File: src/rtl/frp_pkg.sv
// Package for the fraction reducer: widths, controller states, command/status structs.
// No dependencies.
`timescale 1ns / 1ps
`default_nettype none
package frp_pkg;
  localparam int VW = 32;
  localparam int DW = 4 * ((VW * 3 + 9) / 10 + 1);

  typedef enum logic [3:0] {
    ST_IDLE, ST_GCD, ST_DIVN, ST_DIVD, ST_FIX, ST_CVTN, ST_CHKN, ST_CVTD, ST_CHKD, ST_OUT
  } state_t;

  typedef struct packed {
    logic load;
    logic gcd_step;
    logic divn_init;
    logic divd_init;
    logic div_step;
    logic fix;
    logic cvtn_init;
    logic cvtd_init;
    logic cvt_step;
    logic chk_init;
    logic chk_step;
    logic chkn_done;
    logic chkd_done;
  } cmd_t;

  typedef struct packed {
    logic gcd_done;
    logic div_done;
    logic cvt_done;
    logic chk_done;
  } sts_t;
endpackage
`default_nettype wire

File: src/rtl/frp_ctrl.sv
// Controller state machine for the fraction reducer.
// Depends on frp_pkg.
`timescale 1ns / 1ps
`default_nettype none
module frp_ctrl import frp_pkg::*; (
  input  wire logic clk,
  input  wire logic rst_n,
  input  wire logic in_fire,
  input  wire logic out_free,
  input  wire sts_t sts,
  output logic      busy,
  output logic      out_set,
  output cmd_t      cmd
);
  state_t state_r, state_nxt;

  always_ff @(posedge clk) begin
    if (!rst_n) state_r <= ST_IDLE;
    else state_r <= state_nxt;
  end

  always_comb begin
    state_nxt = state_r;
    case (state_r)
      ST_IDLE: if (in_fire) state_nxt = ST_GCD;
      ST_GCD:  if (sts.gcd_done) state_nxt = ST_DIVN;
      ST_DIVN: if (sts.div_done) state_nxt = ST_DIVD;
      ST_DIVD: if (sts.div_done) state_nxt = ST_FIX;
      ST_FIX:  state_nxt = ST_CVTN;
      ST_CVTN: if (sts.cvt_done) state_nxt = ST_CHKN;
      ST_CHKN: if (sts.chk_done) state_nxt = ST_CVTD;
      ST_CVTD: if (sts.cvt_done) state_nxt = ST_CHKD;
      ST_CHKD: if (sts.chk_done) state_nxt = ST_OUT;
      ST_OUT:  if (out_free) state_nxt = ST_IDLE;
      default: state_nxt = ST_IDLE;
    endcase
  end

  always_comb begin
    cmd = '0;
    busy = (state_r != ST_IDLE);
    out_set = 1'b0;
    case (state_r)
      ST_IDLE: cmd.load = in_fire;
      ST_GCD: begin
        cmd.gcd_step = 1'b1;
        cmd.divn_init = sts.gcd_done;
      end
      ST_DIVN: begin
        cmd.div_step = 1'b1;
        cmd.divd_init = sts.div_done;
      end
      ST_DIVD: cmd.div_step = 1'b1;
      ST_FIX: cmd.fix = 1'b1;
      ST_CVTN: begin
        cmd.cvt_step = 1'b1;
        cmd.chk_init = sts.cvt_done;
      end
      ST_CHKN: begin
        cmd.chk_step = 1'b1;
        cmd.chkn_done = sts.chk_done;
        cmd.cvtd_init = sts.chk_done;
      end
      ST_CVTD: begin
        cmd.cvt_step = 1'b1;
        cmd.chk_init = sts.cvt_done;
      end
      ST_CHKD: begin
        cmd.chk_step = 1'b1;
        cmd.chkd_done = sts.chk_done;
      end
      ST_OUT: out_set = out_free;
      default: cmd = '0;
    endcase
    if (state_r == ST_FIX) cmd.cvtn_init = 1'b1;
  end
endmodule
`default_nettype wire

File: src/rtl/frp_dp.sv
// Datapath for the fraction reducer: binary GCD, restoring dividers,
// double-dabble BCD conversion and digit palindrome check. Depends on frp_pkg.
`timescale 1ns / 1ps
`default_nettype none
module frp_dp import frp_pkg::*; (
  input  wire logic          clk,
  input  wire logic [VW-1:0] num_i,
  input  wire logic [VW-1:0] den_i,
  input  wire cmd_t          cmd,
  output sts_t               sts,
  output logic [VW-1:0]      num_o,
  output logic [VW-2:0]      den_o,
  output logic               npal_o,
  output logic               dpal_o
);
  localparam int CW = $clog2(VW + 1);
  localparam int KW = $clog2(DW / 4 + 1);

  logic [VW-1:0] mn_r, md_r, ga_r, gb_r, qn_r, qd_r, g_r;
  logic [CW-1:0] sh_r, cnt_r;
  logic          ngn_r, dgn_r, gdone_r;
  logic [VW-1:0] dq_r;
  logic [VW:0]   rem_r;
  logic [VW-1:0] cv_r;
  logic [DW-1:0] bcd_r;
  logic [KW-1:0] lo_r, hi_r;
  logic          pal_r;
  logic [VW-1:0] ob_r;
  logic          neg_r;

  logic [VW-1:0] lim;
  assign lim = {1'b0, {(VW-1){1'b1}}};

  // gcd: ga/gb odd-even reduction
  logic [VW-1:0] diff;
  assign diff = (ga_r > gb_r) ? ga_r - gb_r : gb_r - ga_r;
  assign sts.gcd_done = gdone_r;

  logic [VW:0] trial;
  assign trial = {rem_r[VW-1:0], dq_r[VW-1]} - {1'b0, g_r};
  assign sts.div_done = (cnt_r == CW'(VW));

  assign sts.cvt_done = (cnt_r == CW'(VW));
  assign sts.chk_done = (hi_r <= lo_r) || !pal_r;

  // double dabble adjust
  logic [DW-1:0] adj;
  always_comb begin
    for (int k = 0; k < DW / 4; k++) begin
      adj[k*4 +: 4] = (bcd_r[k*4 +: 4] > 4'd4) ? bcd_r[k*4 +: 4] + 4'd3 : bcd_r[k*4 +: 4];
    end
  end

  // most significant nonzero digit index
  logic [KW-1:0] top;
  always_comb begin
    top = '0;
    for (int k = 0; k < DW / 4; k++) begin
      if (bcd_r[k*4 +: 4] != 4'd0) top = KW'(k);
    end
  end

  always_ff @(posedge clk) begin
    if (cmd.load) begin
      ngn_r <= num_i[VW-1];
      dgn_r <= den_i[VW-1];
      mn_r  <= num_i[VW-1] ? -num_i : num_i;
      md_r  <= den_i[VW-1] ? -den_i : den_i;
      ga_r  <= num_i[VW-1] ? -num_i : num_i;
      gb_r  <= den_i[VW-1] ? -den_i : den_i;
      sh_r  <= '0;
      gdone_r <= (num_i == '0) || (den_i == '0);
    end else if (cmd.gcd_step && !gdone_r) begin
      if (ga_r == gb_r) gdone_r <= 1'b1;
      else if (!ga_r[0] && !gb_r[0]) begin
        ga_r <= ga_r >> 1; gb_r <= gb_r >> 1; sh_r <= sh_r + 1'b1;
      end else if (!ga_r[0]) ga_r <= ga_r >> 1;
      else if (!gb_r[0]) gb_r <= gb_r >> 1;
      else if (ga_r > gb_r) ga_r <= diff;
      else gb_r <= diff;
    end
    if (cmd.divn_init) begin
      g_r   <= ((mn_r == '0) || (md_r == '0)) ? VW'(1) : (ga_r << sh_r);
      dq_r  <= mn_r;
      rem_r <= '0;
      cnt_r <= '0;
    end else if (cmd.divd_init) begin
      qn_r  <= dq_r;
      dq_r  <= md_r;
      rem_r <= '0;
      cnt_r <= '0;
    end else if (cmd.div_step && !sts.div_done) begin
      if (!trial[VW]) begin
        rem_r <= trial;
        dq_r  <= {dq_r[VW-2:0], 1'b1};
      end else begin
        rem_r <= {rem_r[VW-1:0], dq_r[VW-1]};
        dq_r  <= {dq_r[VW-2:0], 1'b0};
      end
      cnt_r <= cnt_r + 1'b1;
    end else if (cmd.fix) begin
      neg_r <= (ngn_r != dgn_r) && (qn_r != '0);
      if (!((ngn_r != dgn_r) && (qn_r != '0)) && qn_r > lim) qn_r <= lim;
      qd_r  <= (dq_r > lim) ? lim : dq_r;
    end
    if (cmd.cvtn_init || cmd.cvtd_init) begin
      cv_r  <= cmd.cvtn_init ? ((!((ngn_r != dgn_r) && (qn_r != '0)) && qn_r > lim) ? lim : qn_r)
                             : qd_r;
      bcd_r <= '0;
      cnt_r <= '0;
    end else if (cmd.cvt_step && !sts.cvt_done) begin
      bcd_r <= {adj[DW-2:0], cv_r[VW-1]};
      cv_r  <= cv_r << 1;
      cnt_r <= cnt_r + 1'b1;
    end
    if (cmd.chk_init) begin
      lo_r  <= '0;
      hi_r  <= top;
      pal_r <= 1'b1;
    end else if (cmd.chk_step && !sts.chk_done) begin
      if (bcd_r[lo_r*4 +: 4] != bcd_r[hi_r*4 +: 4]) pal_r <= 1'b0;
      lo_r <= lo_r + 1'b1;
      hi_r <= hi_r - 1'b1;
    end
    if (cmd.chkn_done) begin
      npal_o <= pal_r;
      ob_r   <= qn_r;
    end
    if (cmd.chkd_done) dpal_o <= pal_r;
  end

  assign num_o = neg_r ? -ob_r : ob_r;
  assign den_o = qd_r[VW-2:0];
endmodule
`default_nettype wire

File: src/rtl/fraction_reduce_palindrome_core.sv
// Fraction reducer with decimal palindrome flags, one item at a time.
// Steps from accept to out_tvalid: binary GCD, numerator and denominator divisions,
// fix, numerator BCD conversion and digit check, denominator conversion and check,
// then the output step. in_tready is high only when idle, so a new item waits until
// the previous result has left the datapath for the output register.
// Reset: synchronous active-low rst_n returns the controller to idle, output empty.
// Depends on frp_pkg, frp_ctrl, frp_dp.
`timescale 1ns / 1ps
`default_nettype none
module fraction_reduce_palindrome_core import frp_pkg::*; (
  input  wire logic        clk,
  input  wire logic        rst_n,
  input  wire logic        in_tvalid,
  output logic             in_tready,
  input  wire logic [63:0] in_tdata,   // numerator_in[31:0], denominator_in[63:32]
  output logic             out_tvalid,
  input  wire logic        out_tready,
  output logic [71:0]      out_tdata   // numerator_out[31:0], denominator_out[62:32],
                                       // npal[63], dpal[64], zero fill[71:65]
);
  cmd_t cmd;
  sts_t sts;
  logic busy, out_set, in_fire, npal, dpal;
  logic [VW-1:0] num_o;
  logic [VW-2:0] den_o;
  logic out_valid_r;
  logic [71:0] out_data_r;

  assign in_tready = !busy;
  assign in_fire = in_tvalid && in_tready;

  frp_ctrl u_ctrl (
    .clk(clk), .rst_n(rst_n), .in_fire(in_fire),
    .out_free(!out_valid_r || out_tready), .sts(sts),
    .busy(busy), .out_set(out_set), .cmd(cmd)
  );

  frp_dp u_dp (
    .clk(clk), .num_i(in_tdata[31:0]), .den_i(in_tdata[63:32]), .cmd(cmd), .sts(sts),
    .num_o(num_o), .den_o(den_o), .npal_o(npal), .dpal_o(dpal)
  );

  // output register frees the datapath while a result waits
  always_ff @(posedge clk) begin
    if (!rst_n) out_valid_r <= 1'b0;
    else if (out_set) out_valid_r <= 1'b1;
    else if (out_tready) out_valid_r <= 1'b0;
    if (out_set) out_data_r <= {7'd0, dpal, npal, den_o, num_o};
  end

  assign out_tvalid = out_valid_r;
  assign out_tdata  = out_data_r;
endmodule
`default_nettype wire
File: config.mk
export PLATFORM = sky130hd
export DESIGN_NAME = fraction_reduce_palindrome_core
export DESIGN_NICKNAME = d
export VERILOG_FILES = /design/src/rtl/frp_pkg.sv /design/src/rtl/frp_ctrl.sv /design/src/rtl/frp_dp.sv /design/src/rtl/fraction_reduce_palindrome_core.sv
export SDC_FILE = /design/constraint.sdc
export NUM_CORES = 1
export LEC_CHECK = 0
export BUFFER_PORTS_ARGS = -buffer_cell sky130_fd_sc_hd__buf_4
export CORE_MARGIN = 1
export CORE_UTILIZATION = 31
export CTS_BUF_LIST = sky130_fd_sc_hd__clkbuf_16
export DETAILED_ROUTE_END_ITERATION = 12
export HOLD_SLACK_MARGIN = 0.08
export PLACE_DENSITY = 0.57
export SLEW_MARGIN = 5
export SYNTH_ARGS = -nofsm -noshare
export SYNTH_HDL_FRONTEND = slang
export SYNTH_SLANG_ARGS = --single-unit
File: constraint.sdc
create_clock -name clk -period 5.3 [get_ports clk]
set_input_delay 0.53 -clock clk [delete_from_list [all_inputs] [get_ports clk]]
set_output_delay 0.53 -clock clk [all_outputs]
set_load 0.005 [all_outputs]
-- After elaboration in Yosys (flattened, before gate mapping)
Index checks and enable logic that the tools add are counted.
- register bits after elaboration: 493
- latch bits: 0
- RAM bits: 0
- bits in read-only memories: 0
- logic and storage cells: 242
- memories kept: 0
- $add $sub $neg: 21
- $mul: 0
- div/mod/pow operators: 0
- magnitude comparators: 15
- equal/unequal tests: 27
- shift-type cells: 3
- multiplexer cells: 82
- bitwise operators: 4
- reduce and logical (&&, ||, !) cells: 62
- operators by type and width (cell ; number):
    $mux W32 ; 29
    $logic_not A32 Y1 ; 4
    $mux W4 ; 24
    $neg A32 Y32 ; 3
    $shiftx A44 B7 Y4 ; 2
    $gt A32 B31 Y1 const B ; 2
    $sub A32 B32 Y32 ; 2
    $reduce_bool A4 Y1 ; 12
    $gt A4 B3 Y1 const B ; 11
    $add A4 B2 Y4 const B ; 10
    $pmux W4 S10 ; 1
    $sub A33 B32 Y33 ; 1
    $eq A32 B32 Y1 ; 1
    $gt A32 B32 Y1 ; 1
    $reduce_bool A32 Y1 ; 1
    $shl A32 B6 Y32 ; 1
    $mux W6 ; 4
    $ne A2 B1 Y1 const B ; 9
    $eq A4 B3 Y1 const B ; 4
    $mux W1 ; 15
    $mux W3 ; 5
    $add A6 B1 Y6 const B ; 2
    $ne A4 B4 Y1 const B ; 3
    $reduce_and A4 Y1 ; 3
    23 further kinds ; 64

-- Longest topological paths before layout
- word-level depth: 12
- depth in mapped cells: 16
- gate-level depth less buffers: 14

-- Hierarchy
From an unflattened synthesis, not the netlist that was laid out.
- cells, all modules: 3180
- area, all modules: 30768.3 um2
- modules (own cells, without submodules) (module ; instances ; cells an instance ; area an instance (um2) ; seq. area each (um2)):
    frp_dp ; 1 ; 3039 ; 28248.3 ; 11771.3
    fraction_reduce_palindrome_core ; 1 ; 79 ; 2067.0 ; 1971.9
    frp_ctrl ; 1 ; 62 ; 452.9 ; 80.1

-- Worst setup path after synthesis
No wires, ideal clock.
- path kind: register to register
- start: reg u_ctrl.state_r[3]
- end: reg out_data_r[0] (netlist: out_tdata[0]) (enable)
- setup time: 0.496 ns
- data arrival time: 3.660 ns
- required time: 4.804 ns
- path slack: 1.144 ns
- cell stages (with the launch flop): 4
- buffers on the path: 1
- clock period less this slack: 4.156 ns
- cells stage by stage: dfxtp_1 > clkbuf_1 > nand3b_1 > nor2b_1
- word-level cells in the longest chain between the ends: 2
- RTL lines (element ; RTL line ; source):
    from (decl) ; frp_ctrl.sv:15 ; state_t state_r, state_nxt;
    from (signal assigned) ; frp_ctrl.sv:19 ; else state_r <= state_nxt;
    $eq A4 B4 Y1 ; frp_ctrl.sv:43 ; case (state_r)
    $mux W1 ; frp_ctrl.sv:43 ;
    net out_set ; fraction_reduce_palindrome_core.sv:23 ; logic busy, out_set, in_fire, npal, dpal;
    to (signal assigned) ; fraction_reduce_palindrome_core.sv:48 ; if (out_set) out_data_r <= {7'd0, dpal, npal, den_o, num_o};
    to (decl) ; fraction_reduce_palindrome_core.sv:27 ; logic [71:0] out_data_r;
The timed path passes the listed nets, and every way through them passes these cells.
A chain may end at the register's enable or synchronous reset.

-- Worst setup path in the final report
- start: reg u_dp.ga_r[0]
- end: reg u_dp.ga_r[4] (enable)
- word-level cells in the longest chain between the ends: 4
- RTL lines (element ; RTL line ; source):
    from (decl) ; frp_dp.sv:19 ; logic [VW-1:0] mn_r, md_r, ga_r, gb_r, qn_r, qd_r, g_r;
    from (signal assigned) ; frp_dp.sv:69 ; ga_r <= num_i[VW-1] ? -num_i : num_i;
    from (signal assigned) ; frp_dp.sv:76 ; ga_r <= ga_r >> 1; gb_r <= gb_r >> 1; sh_r <= sh_r + 1'b1;
    from (signal assigned) ; frp_dp.sv:77 ; end else if (!ga_r[0]) ga_r <= ga_r >> 1;
    branches (longest 3 deep; another with $gt A32 B32 Y1) ; n/a ;
    $reduce_and A4 Y1 (no source line) * ; n/a ;
Every way passes the cells marked *.

==> qor.yml <==
die:
  core-area_um2: 95000
  die_area_um2: 97200
  ioPinCount: 142
  die_x_um: 312
  die_y_um: 312
  start_util: 0.313
  rows: 113
cts:
  cts_setup_buffers: 0
  root_buffer: "clkbuf_16"
  cts.repair.resized: 0
  clockBufferDepth: 3
  cts_tree: "built"
  cts-buffers-inserted: 58
  cts_sinks: 493
  clk_latency_ns: 0.64
  htreeDepth: 2
  ctsHoldBuffers: 0
  clk_pin_slew_ns: 0.06
cells_and_area:
  regArea_um2: 13800
  largest_reg_flops: 65
  drive_above_1_share: 0.115
  nFillCells: 9678
  final_cell_mix: "edfxtp_1 (395), nor2_1 (347), nand2_1 (282)"
  nets: 3321
  area_delta_synth_final_pct: 13.9
  multi_input_area_um2: 14600
  diodes: 0
  utilization: 0.357
  final_common_cell: "edfxtp_1"
worst_setup_path:
  critPathCaptureType: "register"
  arrival_ns: 4.71
  critical_path_class: "register to register"
  worstSetupStartpointType: "register"
  critPathTopFamily: "compound AO/OA/AOI/OAI gates"
  cp_cell_sequence: "inv_1 > ha_1 > inv_1 > fa_1 > a21oi_1 > nor2b_1 > a311o_1 > a31oi_1 > o31ai_1 > o2bb2ai_1 > inv_1 > a21oi_1 > o21ai_0 > nand2_1 > buf_4"
  required_ns: 5.62
  path_buf_inv: 4
  crit_top_cell: "inv_1"
  slowest_stage: "o31ai_1"
  cp_max_fo: 17
  cp_slowest_stage_delay_ns: 0.60
synth:
  netlist_area_um2: 29800
  synth_edf_count: 395
  syn_inst: 3071
  yosys_warnings: 0
  async_flop_share: 0
  synth_seq_cells: 493
  synth_area_per_cell_um2: 9.69
  synthDistinctLibCells: 79
  ys.flop_type: "edfxtp_1"
  synth.yosys.seq_area_share: 0.465
sta:
  drv_slew: 0
  setup_violations: 0
  fmax_mhz: 227
  rsz0062_at_grt: "false"
  post-route-period-util: 0.830
  worst_clock_skew_ns: 0.0228
  maxSlewHeadroom: 0.250
  hold_viol: 0
  tightest_slew_ns: 1.12
  period_needed_ns: 4.40
  final.setup.worst_slack_ns: 0.903
  finalSetupTns_ns: 0
drt:
  vias_per_cell: 5.24
  wire_per_inst_um: 18.9
  vias: 23255
  drtPass1Iterations: 5
  drc: 0
  ant_nets: 0
  wirelength_um: 83900
  drt_iter0_markers: 2133
global_route:
  grt.overflow.total: 0
  grt_pass1_wl_um: 130000
  grtUsageTotal: 0.169
  grt_antenna_before_repair: 4
  grt_pass1_vias: 22207
  grt_start_max_net_pins: 70
pwr:
  p_leak_uw: 0.0125
  ir_drop_uv: 307
  power_density_nw_per_um2: 563
flow_run:
  cap_violations: 0
worst_hold_path:
  min_path_type: "input port to register"
placement:
  hpwl_um: 62200
  place.gp.congestion: 0.924
  place_ws_ns: 0.995
  numPortBuffers: 134
run_status:
  status: "complete, no violations"
-- worst reg2reg max path, delay by kind of cell, from the launching register on --
kind	cells	cell delay [ns]
AOI/OAI and AO/OA	7	1.59
DFF	1	0.54
and+or+nand+nor	2	0.78
buffers and inverters	4	0.72
adders and majority gates	2	0.44
-- where the power goes --
group / switching, uW / internal (uW)
clock network: 1680 / 2340
logic: 5380 / 3310
registers: 938 / 5440
-- metal layers --
metal | wire length [um] | track usage | part of all wire | vias up
li1 | - | - | - | 11247
met4 | 2240 | 0.0505 | 0.027 | 0
met1 | 38800 | 0.238 | 0.46 | 11186
met3 | 5120 | 0.0255 | 0.061 | 120
met5 | 0 | 0 | 0 | -
met2 | 37700 | 0.265 | 0.45 | 702
-- final timing paths --
kind	startpoint	to	slack (ns)	cells after the start
setup / recovery	u_dp.ga_r[0]	u_dp.ga_r[4]	0.90	15
hold / removal	in_tdata[32]	u_dp.md_r[0]	0.13	1
setup reg to reg	u_dp.ga_r[0]	u_dp.ga_r[4]	0.90	15
hold reg to reg	u_dp.dpal_o	out_tdata[64]	0.42	0
-- cells by family (layout without fill, tap and decap cells) --
kind of cell | Yosys count | after routing | synth area share
buffers and inverters | 369 | 460 | 0.0478
flip-flops | 493 | 493 | 0.465
other | 1 | 8 | 0.000126
AND/OR/NAND/NOR | 987 | 987 | 0.152
multiplexers | 123 | 123 | 0.0560
XOR/XNOR | 212 | 212 | 0.0624
AO/OA/AOI/OAI | 752 | 752 | 0.160
adder cells (fa/ha/maj) | 134 | 134 | 0.0571
-- per-stage QoR --
stage | std cells | hold WS, ns | power (uW) | area (um^2)
3_3_place_gp | 4324 | 0.408 | 15000 | 31900
3_5_place_dp | 4324 | 0.410 | 15000 | 31900
4_1_cts | 4434 | 0.0864 | 19100 | 33900
5_1_grt | 4434 | 0.0948 | 20300 | 33900
6_report | 4434 | 0.129 | 19100 | 33900
2_1_floorplan | 3078 | 0.400 | 12400 | 29800
-- cells in the mapped netlist (all sizes together) (9+ instances only) --
library cell  number  share of area
and3              11         0.0023
nor3              73          0.013
or4               14         0.0038
buf               31         0.0051
a211oi            51          0.013
or3               30         0.0066
xor2              50          0.015
o21ai            208          0.035
nor4              41         0.0091
or2               37         0.0079
clkbuf           153          0.019
o41ai             14         0.0044
o21a              15         0.0038
xnor2            162          0.048
nand4             31         0.0065
a221oi            33         0.0097
o211ai             9         0.0023
nand3             50         0.0086
nand2            284          0.036
o21bai             9         0.0023
and2              10         0.0021
a21o              46          0.012
inv              184          0.023
a22oi              9         0.0023
nand2b            24         0.0050
edfxtp           395           0.40
dfxtp             98          0.066
a31oi             44         0.0093
nor2             349          0.044
mux2i             82          0.028
o31ai             29         0.0078
mux4              34          0.026
nor2b             24         0.0050
ha               131          0.055
o311ai            25         0.0074
o22ai             14         0.0029
a21oi            194          0.033
-- layout make-up --
cell class | count | area share
Sequential cell | 493 | 0.408
Clock inverter | 52 | 0.0147
Inverter | 185 | 0.0206
Timing Repair Buffer | 165 | 0.0366
Tap cell | 1265 | 0.0467
Multi-Input combinational cell | 2216 | 0.431
Clock buffer | 58 | 0.0428
Power figures use the tool's default switching activity.
